**src/sv/sgse_pkg.sv**
```systemverilog
// Shared types, codes and widths of the scaled gradient step engine.
package sgse_pkg;

    localparam int INDEX_W    = 10;
    localparam int DATA_W     = 32;
    localparam int SUM_W      = 48;
    localparam int PCNT_W     = 11;
    localparam int ROWS_CFG_W = 4;
    localparam int ROWS_W     = 7;
    localparam int CFG_W      = 3;
    localparam int DIV_NW     = 48;
    localparam int DIV_DW     = 65;
    localparam int PROD_W     = 66;

    localparam logic [DATA_W-1:0] Q_ONE   = 32'h0001_0000;
    localparam logic [DATA_W-1:0] SAT_POS = 32'h7FFF_FFFF;

    // input item operations
    localparam logic [1:0] FUNC_LOAD_PARAM = 2'd0;
    localparam logic [1:0] FUNC_GRADIENT   = 2'd1;
    localparam logic [1:0] FUNC_LOAD_SCHED = 2'd2;
    localparam logic [1:0] FUNC_NONE       = 2'd3;

    // configuration register indexes
    localparam logic [CFG_W-1:0] CFG_START_RATE      = 3'd0;
    localparam logic [CFG_W-1:0] CFG_DECAY_CONSTANT  = 3'd1;
    localparam logic [CFG_W-1:0] CFG_EVALUATE_EVERY  = 3'd2;
    localparam logic [CFG_W-1:0] CFG_EVALUATE_DURING = 3'd3;
    localparam logic [CFG_W-1:0] CFG_EPSILON_OFFSET  = 3'd4;
    localparam logic [CFG_W-1:0] CFG_PARAM_COUNT     = 3'd5;
    localparam logic [CFG_W-1:0] CFG_SCHEDULE_ROWS   = 3'd6;

    // multiplier operand selection
    localparam logic [1:0] MUL_SCHED = 2'd0;
    localparam logic [1:0] MUL_DECAY = 2'd1;
    localparam logic [1:0] MUL_T     = 2'd2;
    localparam logic [1:0] MUL_U     = 2'd3;

    // divider operand selection
    localparam logic [1:0] DIV_DECAY = 2'd0;
    localparam logic [1:0] DIV_MOD   = 2'd1;
    localparam logic [1:0] DIV_MEAN  = 2'd2;
    localparam logic [1:0] DIV_RECIP = 2'd3;

    typedef struct packed {
        logic       load_in;
        logic       param_wr;
        logic       sched_wr;
        logic       pos_clamp;
        logic       pos_inc;
        logic       mul_en;
        logic [1:0] mul_sel;
        logic       rate_sched;
        logic       rate_div;
        logic       div_start;
        logic [1:0] div_sel;
        logic       win_open;
        logic       stage_opened;
        logic       sweep_rst;
        logic       sweep_clr;
        logic       upd_read;
        logic       t_load;
        logic       upd_write;
        logic       rec_read;
        logic       scale_one_wr;
        logic       scale_sat_wr;
        logic       scale_quo_wr;
        logic       rec_next;
        logic       rec_finish;
        logic       out_load;
    } cmd_t;

    typedef struct packed {
        logic [1:0] func;
        logic       stage_open;
        logic       rows_zero;
        logic       sched_adv;
        logic       every_zero;
        logic       div_done;
        logic       rem_zero;
        logic       win_active;
        logic       win_last;
        logic       stage_end;
        logic       eps_neg;
        logic       den_zero;
        logic       sweep_last;
    } status_t;

endpackage

```
**src/sv/sgse_ctrl.sv**
```systemverilog
// Sequencing state machine of the scaled gradient step engine.
module sgse_ctrl (
    input  logic              clk,
    input  logic              rst_n,
    input  logic              in_valid,
    output logic              in_ready,
    output logic              out_valid,
    input  logic              out_ready,
    input  sgse_pkg::status_t status,
    output sgse_pkg::cmd_t    cmd
);
    localparam logic [4:0] ST_IDLE  = 5'd0;
    localparam logic [4:0] ST_DISP  = 5'd1;
    localparam logic [4:0] ST_OPEN  = 5'd2;
    localparam logic [4:0] ST_SADV  = 5'd3;
    localparam logic [4:0] ST_SMUL  = 5'd4;
    localparam logic [4:0] ST_SRATE = 5'd5;
    localparam logic [4:0] ST_DMUL  = 5'd6;
    localparam logic [4:0] ST_DDIV  = 5'd7;
    localparam logic [4:0] ST_DWAIT = 5'd8;
    localparam logic [4:0] ST_WIN   = 5'd9;
    localparam logic [4:0] ST_WWAIT = 5'd10;
    localparam logic [4:0] ST_CLR   = 5'd11;
    localparam logic [4:0] ST_URD   = 5'd12;
    localparam logic [4:0] ST_UT    = 5'd13;
    localparam logic [4:0] ST_UU    = 5'd14;
    localparam logic [4:0] ST_UP    = 5'd15;
    localparam logic [4:0] ST_RRD   = 5'd16;
    localparam logic [4:0] ST_REVAL = 5'd17;
    localparam logic [4:0] ST_RW1   = 5'd18;
    localparam logic [4:0] ST_RREC  = 5'd19;
    localparam logic [4:0] ST_RW2   = 5'd20;
    localparam logic [4:0] ST_FIN   = 5'd21;

    logic [4:0] state_reg;
    logic [4:0] state_next;
    logic       out_valid_reg;
    logic       out_valid_next;

    always_comb
    begin
        cmd        = '0;
        state_next = state_reg;
        unique case (state_reg)
            ST_IDLE:
            begin
                if (in_valid)
                begin
                    cmd.load_in = 1'b1;
                    state_next  = ST_DISP;
                end
            end
            ST_DISP:
            begin
                unique case (status.func)
                    sgse_pkg::FUNC_LOAD_PARAM:
                    begin
                        cmd.param_wr = 1'b1;
                        state_next   = ST_FIN;
                    end
                    sgse_pkg::FUNC_GRADIENT:
                        state_next = status.stage_open ? ST_URD : ST_OPEN;
                    sgse_pkg::FUNC_LOAD_SCHED:
                    begin
                        cmd.sched_wr = 1'b1;
                        state_next   = ST_FIN;
                    end
                    sgse_pkg::FUNC_NONE:
                        state_next = ST_IDLE;
                endcase
            end
            ST_OPEN:
            begin
                cmd.pos_clamp = 1'b1;
                state_next    = status.rows_zero ? ST_DMUL : ST_SADV;
            end
            ST_SADV:
            begin
                if (status.sched_adv)
                    cmd.pos_inc = 1'b1;
                else
                    state_next = ST_SMUL;
            end
            ST_SMUL:
            begin
                cmd.mul_en  = 1'b1;
                cmd.mul_sel = sgse_pkg::MUL_SCHED;
                state_next  = ST_SRATE;
            end
            ST_SRATE:
            begin
                cmd.rate_sched = 1'b1;
                state_next     = ST_WIN;
            end
            ST_DMUL:
            begin
                cmd.mul_en  = 1'b1;
                cmd.mul_sel = sgse_pkg::MUL_DECAY;
                state_next  = ST_DDIV;
            end
            ST_DDIV:
            begin
                cmd.div_start = 1'b1;
                cmd.div_sel   = sgse_pkg::DIV_DECAY;
                state_next    = ST_DWAIT;
            end
            ST_DWAIT:
            begin
                if (status.div_done)
                begin
                    cmd.rate_div = 1'b1;
                    state_next   = ST_WIN;
                end
            end
            ST_WIN:
            begin
                if (status.every_zero)
                begin
                    cmd.stage_opened = 1'b1;
                    state_next       = ST_URD;
                end
                else
                begin
                    cmd.div_start = 1'b1;
                    cmd.div_sel   = sgse_pkg::DIV_MOD;
                    state_next    = ST_WWAIT;
                end
            end
            ST_WWAIT:
            begin
                if (status.div_done)
                begin
                    if (status.rem_zero)
                    begin
                        cmd.win_open  = 1'b1;
                        cmd.sweep_rst = 1'b1;
                        state_next    = ST_CLR;
                    end
                    else
                    begin
                        cmd.stage_opened = 1'b1;
                        state_next       = ST_URD;
                    end
                end
            end
            ST_CLR:
            begin
                cmd.sweep_clr = 1'b1;
                if (status.sweep_last)
                begin
                    cmd.stage_opened = 1'b1;
                    state_next       = ST_URD;
                end
            end
            ST_URD:
            begin
                cmd.upd_read = 1'b1;
                cmd.mul_en   = 1'b1;
                cmd.mul_sel  = sgse_pkg::MUL_T;
                state_next   = ST_UT;
            end
            ST_UT:
            begin
                cmd.t_load = 1'b1;
                state_next = ST_UU;
            end
            ST_UU:
            begin
                cmd.mul_en  = 1'b1;
                cmd.mul_sel = sgse_pkg::MUL_U;
                state_next  = ST_UP;
            end
            ST_UP:
            begin
                cmd.upd_write = 1'b1;
                if (status.stage_end && status.win_active && status.win_last)
                begin
                    cmd.sweep_rst = 1'b1;
                    state_next    = ST_RRD;
                end
                else
                    state_next = ST_FIN;
            end
            ST_RRD:
            begin
                cmd.rec_read = 1'b1;
                state_next   = ST_REVAL;
            end
            ST_REVAL:
            begin
                if (status.eps_neg)
                begin
                    cmd.scale_one_wr = 1'b1;
                    cmd.rec_next     = !status.sweep_last;
                    cmd.rec_finish   = status.sweep_last;
                    state_next       = status.sweep_last ? ST_FIN : ST_RRD;
                end
                else
                begin
                    cmd.div_start = 1'b1;
                    cmd.div_sel   = sgse_pkg::DIV_MEAN;
                    state_next    = ST_RW1;
                end
            end
            ST_RW1:
            begin
                if (status.div_done)
                    state_next = ST_RREC;
            end
            ST_RREC:
            begin
                if (status.den_zero)
                begin
                    cmd.scale_sat_wr = 1'b1;
                    cmd.rec_next     = !status.sweep_last;
                    cmd.rec_finish   = status.sweep_last;
                    state_next       = status.sweep_last ? ST_FIN : ST_RRD;
                end
                else
                begin
                    cmd.div_start = 1'b1;
                    cmd.div_sel   = sgse_pkg::DIV_RECIP;
                    state_next    = ST_RW2;
                end
            end
            ST_RW2:
            begin
                if (status.div_done)
                begin
                    cmd.scale_quo_wr = 1'b1;
                    cmd.rec_next     = !status.sweep_last;
                    cmd.rec_finish   = status.sweep_last;
                    state_next       = status.sweep_last ? ST_FIN : ST_RRD;
                end
            end
            ST_FIN:
            begin
                if (!out_valid_reg || out_ready)
                begin
                    cmd.out_load = 1'b1;
                    state_next   = ST_IDLE;
                end
            end
            default:
                state_next = ST_IDLE;
        endcase
    end

    assign out_valid_next = cmd.out_load | (out_valid_reg & ~out_ready);

    always_ff @(posedge clk or negedge rst_n)
    begin
        if (!rst_n)
        begin
            state_reg     <= ST_IDLE;
            out_valid_reg <= 1'b0;
        end
        else
        begin
            state_reg     <= state_next;
            out_valid_reg <= out_valid_next;
        end
    end

    assign in_ready  = (state_reg == ST_IDLE);
    assign out_valid = out_valid_reg;

    a_no_overwrite: assert property (@(posedge clk) disable iff (!rst_n)
        cmd.out_load |-> (!out_valid_reg || out_ready))
        else $error("result register overwritten while still pending");

    a_accept_dispatch: assert property (@(posedge clk) disable iff (!rst_n)
        (in_valid && in_ready) |=> (state_reg == ST_DISP))
        else $error("accepted beat not dispatched");

endmodule

```
**config.mk**
```make
export PLATFORM = sky130hd
export DESIGN_NAME = sgse_ctrl
export DESIGN_NICKNAME = d
export VERILOG_FILES = /design/src/sv/sgse_pkg.sv /design/src/sv/sgse_ctrl.sv
export SDC_FILE = /design/constraint.sdc
export NUM_CORES = 1
export LEC_CHECK = 0
export ABC_AREA = 0
export BUFFER_PORTS_ARGS = -buffer_cell sky130_fd_sc_hd__buf_4
export CAP_MARGIN = 30
export CORE_MARGIN = 2
export CORE_UTILIZATION = 45
export CTS_CLUSTER_DIAMETER = 50
export DETAILED_ROUTE_END_ITERATION = 16
export PLACE_DENSITY_LB_ADDON = 0.25
export SYNTH_ARGS = -nofsm -noshare
export SYNTH_HDL_FRONTEND = slang
export SYNTH_SLANG_ARGS = --single-unit
```
**constraint.sdc**
```tcl
create_clock -name clk -period 1.9 [get_ports clk]
set_input_delay 0.38 -clock clk [delete_from_list [all_inputs] [get_ports clk]]
set_output_delay 0.38 -clock clk [all_outputs]
set_load 0.02 [all_outputs]
```
==> results of run 1 <==
logic make-up after synthesis:
kind of cell	after synthesis	synth area share, %
multiplexers	4	5.183
flip-flops	6	15.17
buffers and inverters	18	9.860
AND/OR/NAND/NOR	77	47.28
AO/OA/AOI/OAI	30	21.62
XOR/XNOR	1	0.8851
what timing repair did:
action                                  CTS
pin swaps                                16
hold buffers                              1
endpoints found under the setup margin   22
hold endpoints to repair                  6
buffers inserted                         13
resized for setup                        60
metrics by stage:
| stage | cell area [µm²] | hold slack [ns] |
|---|---|---|
| after CTS | 1913 | 0.3830 |
| after detailed placement | 1544 | 0.1887 |
| after global placement | 1544 | 0.1894 |
| after floorplan | 1003 | 0.08441 |
==> impl_results.md, run 1 <==
- Outcome: did not finish
- Failed at: 5_1_grt
- Run Error: [ERROR DPL-0038] Utilization greater than 100%, impossible to legalize
- Area share of the largest cell type after synthesis: 15.17%
- FF+latch count, synth: 6
- EDFF count, synth: 0
- Count leader, synth: nor2_1
- Leading area contributor after synthesis: dfrtp_1
- Syn_area_per_cell: 7.277 µm²
- Post-Syn Area: between 900 and 1000 µm²
- Boundary pin count: 47
- Initial Utilization: 48.95%
- Seq/Total Area, Yosys: between 15 and 20%
- Async set-reset flop share out of synthesis: 100.0%
- Cell total after placement: 229
- Number of port buffers: 46
- Ranking of synthesized cells by area: dfrtp_1 15%, nor2_1 7.2%, a21oi_1 4.6%
- CTS H-tree lvls: 1
- Largest net degree at the start of global routing: 10
- Worst_ep kind: primary output
- GPL Wtd Cong: 0.9771
- Row Count: 16
- Synth Flop Type: dfrtp_1
- Max clock buf depth: 2
- Clk root buf: clkbuf_4
- Yosys Warn Count: 0
- Place WS: -0.07513 ns
- DP HPWL: 2.928 mm
- Die Y-Extent: ~50 µm
- DIE WIDTH: 50.90 µm
- Most frequent cells after synthesis: 19 x nor2_1, 10 x nand2_1, 9 x a21oi_1, 8 x nand3_1, 8 x nor3_1
- Synthesized instance count: 136
- CTS buffer count: 3
- CTS sink cnt: 6
- Syn Nets: 154
- Post-synth cell types: 51
- Crit. endpoint post-GRT repair: cmd[14]
==> run 2: changes to the inputs <==
CORE_AREA = 2 2 63 65   (was not set)
CORE_MARGIN = not set   (was 2)
CORE_UTILIZATION = not set   (was 45)
CTS_CLUSTER_DIAMETER = not set   (was 50)
DIE_AREA = 0 0 65 67   (was not set)
PLACE_DENSITY_LB_ADDON = 0.15   (was 0.25)
==> run 2 against run 1 <==
Net effect: the flow now finishes, with violations (setup timing); area after synthesis is the same; synthesized cell count is the same.
==> impl_results.md, run 2 <==
- Yosys Warn Count: 0 (unchanged)
- CP max FO: 4
- Seq/Total Area, Yosys: 15.17% (unchanged)
- Cell total after placement: 260 (+14%)
- Ranking of synthesized cells by area: dfrtp_1 15%, nor2_1 7.2%, a21oi_1 4.6%
- Max clock buf depth: 2 (unchanged)
- Largest family of logic cells by synthesized area: simple AND/OR/NAND/NOR gates
- Routed length per instance: 16.55 µm
- CTS clk-pin slew, worst paths: about 0.040 ns
- Post-synth cell types: 51 (unchanged)
- Setup TNS: -0.5641 ns
- Worst Skew: 0.003364 ns
- CTS sink cnt: 6 (unchanged)
- Setup Viol. Count Final: 12
- CTS buffer count: 3 (unchanged)
- Pre-antenna DRT Iters: 4
- DRC: 0
- Final nets: 256
- Met2 WL: between 2 and 3 mm
- Area delta synth->final: 130.2%
- Setup CP Type: reg2out
- CTS H-tree lvls: 1 (unchanged)
- Crit. End Element: output pin
- Post-Layout Cell Count: 284
- Post-Syn Area: 989.7 µm² (unchanged)
- Worst endpoint required time: approximately 1.5 ns
- FF+latch count, synth: 6 (unchanged)
- Compound-Gate Fraction of Synth Area: 21.62% (unchanged)
- Max-cap violations: 0
- Area share of the largest cell type after synthesis: 15.17% (unchanged)
- Via density: approximately 5.2
- Most common cell after layout, fill and taps aside: buf_4
- Unrepaired setup endpoints after global routing: true
- Worst EP arrival: 1.63 ns
- Initial Utilization: 27.45% (-22 points)
- Final hold slack: 0.3774 ns
- EDFF count, synth: 0 (unchanged)
- Syn_area_per_cell: 7.277 µm² (unchanged)
- Clk_lat worst skew: 0.23 ns
- DP Area: 1645 µm² (+6.6%)
- Count leader, synth: nor2_1
- Final wirelength: 4.700 mm
- Fin. max-slew vios: 0
- DP HPWL: 3.271 mm (+12%)
- Max Fclk: between 400 and 500 MHz
- Async set-reset flop share out of synthesis: 100.0% (unchanged)
- # fillers: 315
- Fin crit share: 105.9%
- Post-synthesis simple-gate area fraction: 47.28% (unchanged)
- Hold crit path type: in2reg
- Boundary pin count: 47 (unchanged)
- Worst vdd ir: 0.4842 mV
- ANT nets after route: 0
- Total GRT Usage: approximately 22%
- Syn Nets: 154 (unchanged)
- Die Y-Extent: 67 µm (+32%)
- Slew @ Worst Pin: approximately 0.33 ns
- Number of port buffers: 46 (unchanged)
- Largest net degree at the start of global routing: 10
- LEAKAGE: between 0.001 and 0.0015 µW
- WL met1: 1.800 mm
- Number of DRC markers in iteration 0: 70
- Final Hold Vio Count: 0
- Final min period: 2.012 ns
- Row Count: 22 (+6)
- Pwr/cell area: 1498 nW/µm²
- Place WS: 0.004102 ns (+0.07923 ns)
- DR top layer: met4
- Adder-cell share of the synthesized area: 0% (unchanged)
- CORE AREA: 3606 µm²
- Most frequent cells in the layout: 68 x buf_4, 38 x buf_6, 9 x nor2_1, 8 x a21oi_1
- Failing checks: setup timing
- Die area: 4355 µm²
- Design area: ~2300 µm²
- First-pass GRT wire length: 7.100 mm
- Clk root buf: clkbuf_8
- Xor-xnor portion of the synthesized cell area: 0.8850% (unchanged)
- CTS tree: yes
- Layout cells sized above 1: 69.49%
- Overflow after GRT: 0
- Synthesized instance count: 136 (unchanged)
- Leading area contributor after synthesis: dfrtp_1
- Rel. slew slack: 77.81%
- Initial antenna violation count: 0
- Synth Flop Type: dfrtp_1
- Met3 WL: 267 µm
- Most frequent cells after synthesis: 19 x nor2_1, 10 x nand2_1, 9 x a21oi_1, 8 x nand3_1, 8 x nor3_1
- Startpoint Class: register
- Max reg flops: 5
- Outcome: complete, but fails checks
- Crit path setup slack, layout: -0.1123 ns
- Vias in the first global route: about 1400
- GPL Wtd Cong: 0.8588 (-12%)
- DIE WIDTH: 65 µm (+28%)
- Ant diodes: 0
- Mux cell area share after synthesis: 5.183% (unchanged)
- Vias post-DR: about 1500
run 2: cell counts after synthesis:
No cell type changed its count.
run 2: per-layer routing:
layer | vias up | GRT usage (%)
li1 | 711 | -
met1 | 694 | 25.43
met2 | 59 | 40.34
met3 | 8 | 2.872
met4 | 0 | 7.181
met5 | - | 0
run 2: cell type report:
type	instances	area (µm²)	share of cell area, %
multi-input combinational	112	1027	45.09
timing repair buffer	108	963.4	42.28
sequential	6	153.9	6.755
inverter	7	32.53	1.428
clock buffer	3	41.29	1.812
tap	48	60.06	2.636
run 2: repair_timing:
| item | 4_1_cts | 5_1_grt |
|---|---|---|
| setup buffers | 13 | 8 |
| pin swaps | 18 | 13 |
| resized for setup | 61 | 43 |
| hold buffers | 1 | 0 |
| hold endpoints to repair | 6 | 0 |
| setup endpoints to repair | 21 | 26 |
run 2: report_power, final:
part / switching [µW] / internal, µW
Sequential: 78.8 / 185
Clock: 66.3 / 137
Combinational: 1410 / 1540
Total: 1550 / 1860
run 2: kinds of logic after synthesis:
logic type             after synthesis
AO/OA/AOI/OAI                       30
flip-flops                           6
AND/OR/NAND/NOR                     77
XOR/XNOR                             1
buffers and inverters               18
multiplexers                         4
run 2: per-stage QoR:
| step | total power (µW) | util, % |
|---|---|---|
| 5_1_grt | 3600 | 63.19 |
| 6_report | 3413 | 63.19 |
| 2_1_floorplan | 1336 | - |
| 4_1_cts | 2959 | 56.28 |
| 3_5_place_dp | 2178 | 45.63 |
| 3_3_place_gp | 2180 | 45.63 |
run 2: final timing paths:
| check | startpoint | endpoint | slack (ns) | cells past startpoint |
|---|---|---|---|---|
| setup / recovery | state_reg[3]$_DFFE_PN0P_ | cmd[14] | -0.11 | 6 |
| hold / removal | out_ready | out_valid$_DFF_PN0_ | 0.38 | 2 |
| setup reg to reg | state_reg[0]$_DFFE_PN0P_ | state_reg[1]$_DFFE_PN0P_ | -0.03 | 8 |
| hold reg to reg | out_valid$_DFF_PN0_ | out_valid$_DFF_PN0_ | 0.67 | 2 |
| max in group asynchronous | rst_n | state_reg[4]$_DFFE_PN0P_ | 1.27 | 2 |
| min in group asynchronous | rst_n | state_reg[3]$_DFFE_PN0P_ | 0.49 | 2 |
run 2: worst max-delay path, stage by stage, from the launching register on:
cell     delay [ns]
dfrtp_1        0.39
buf_6          0.14
or3b_4         0.43
nor3_4         0.15
a21oi_1        0.06
nor2_1         0.09
buf_4          0.15
(Power assumes the default switching activity.)
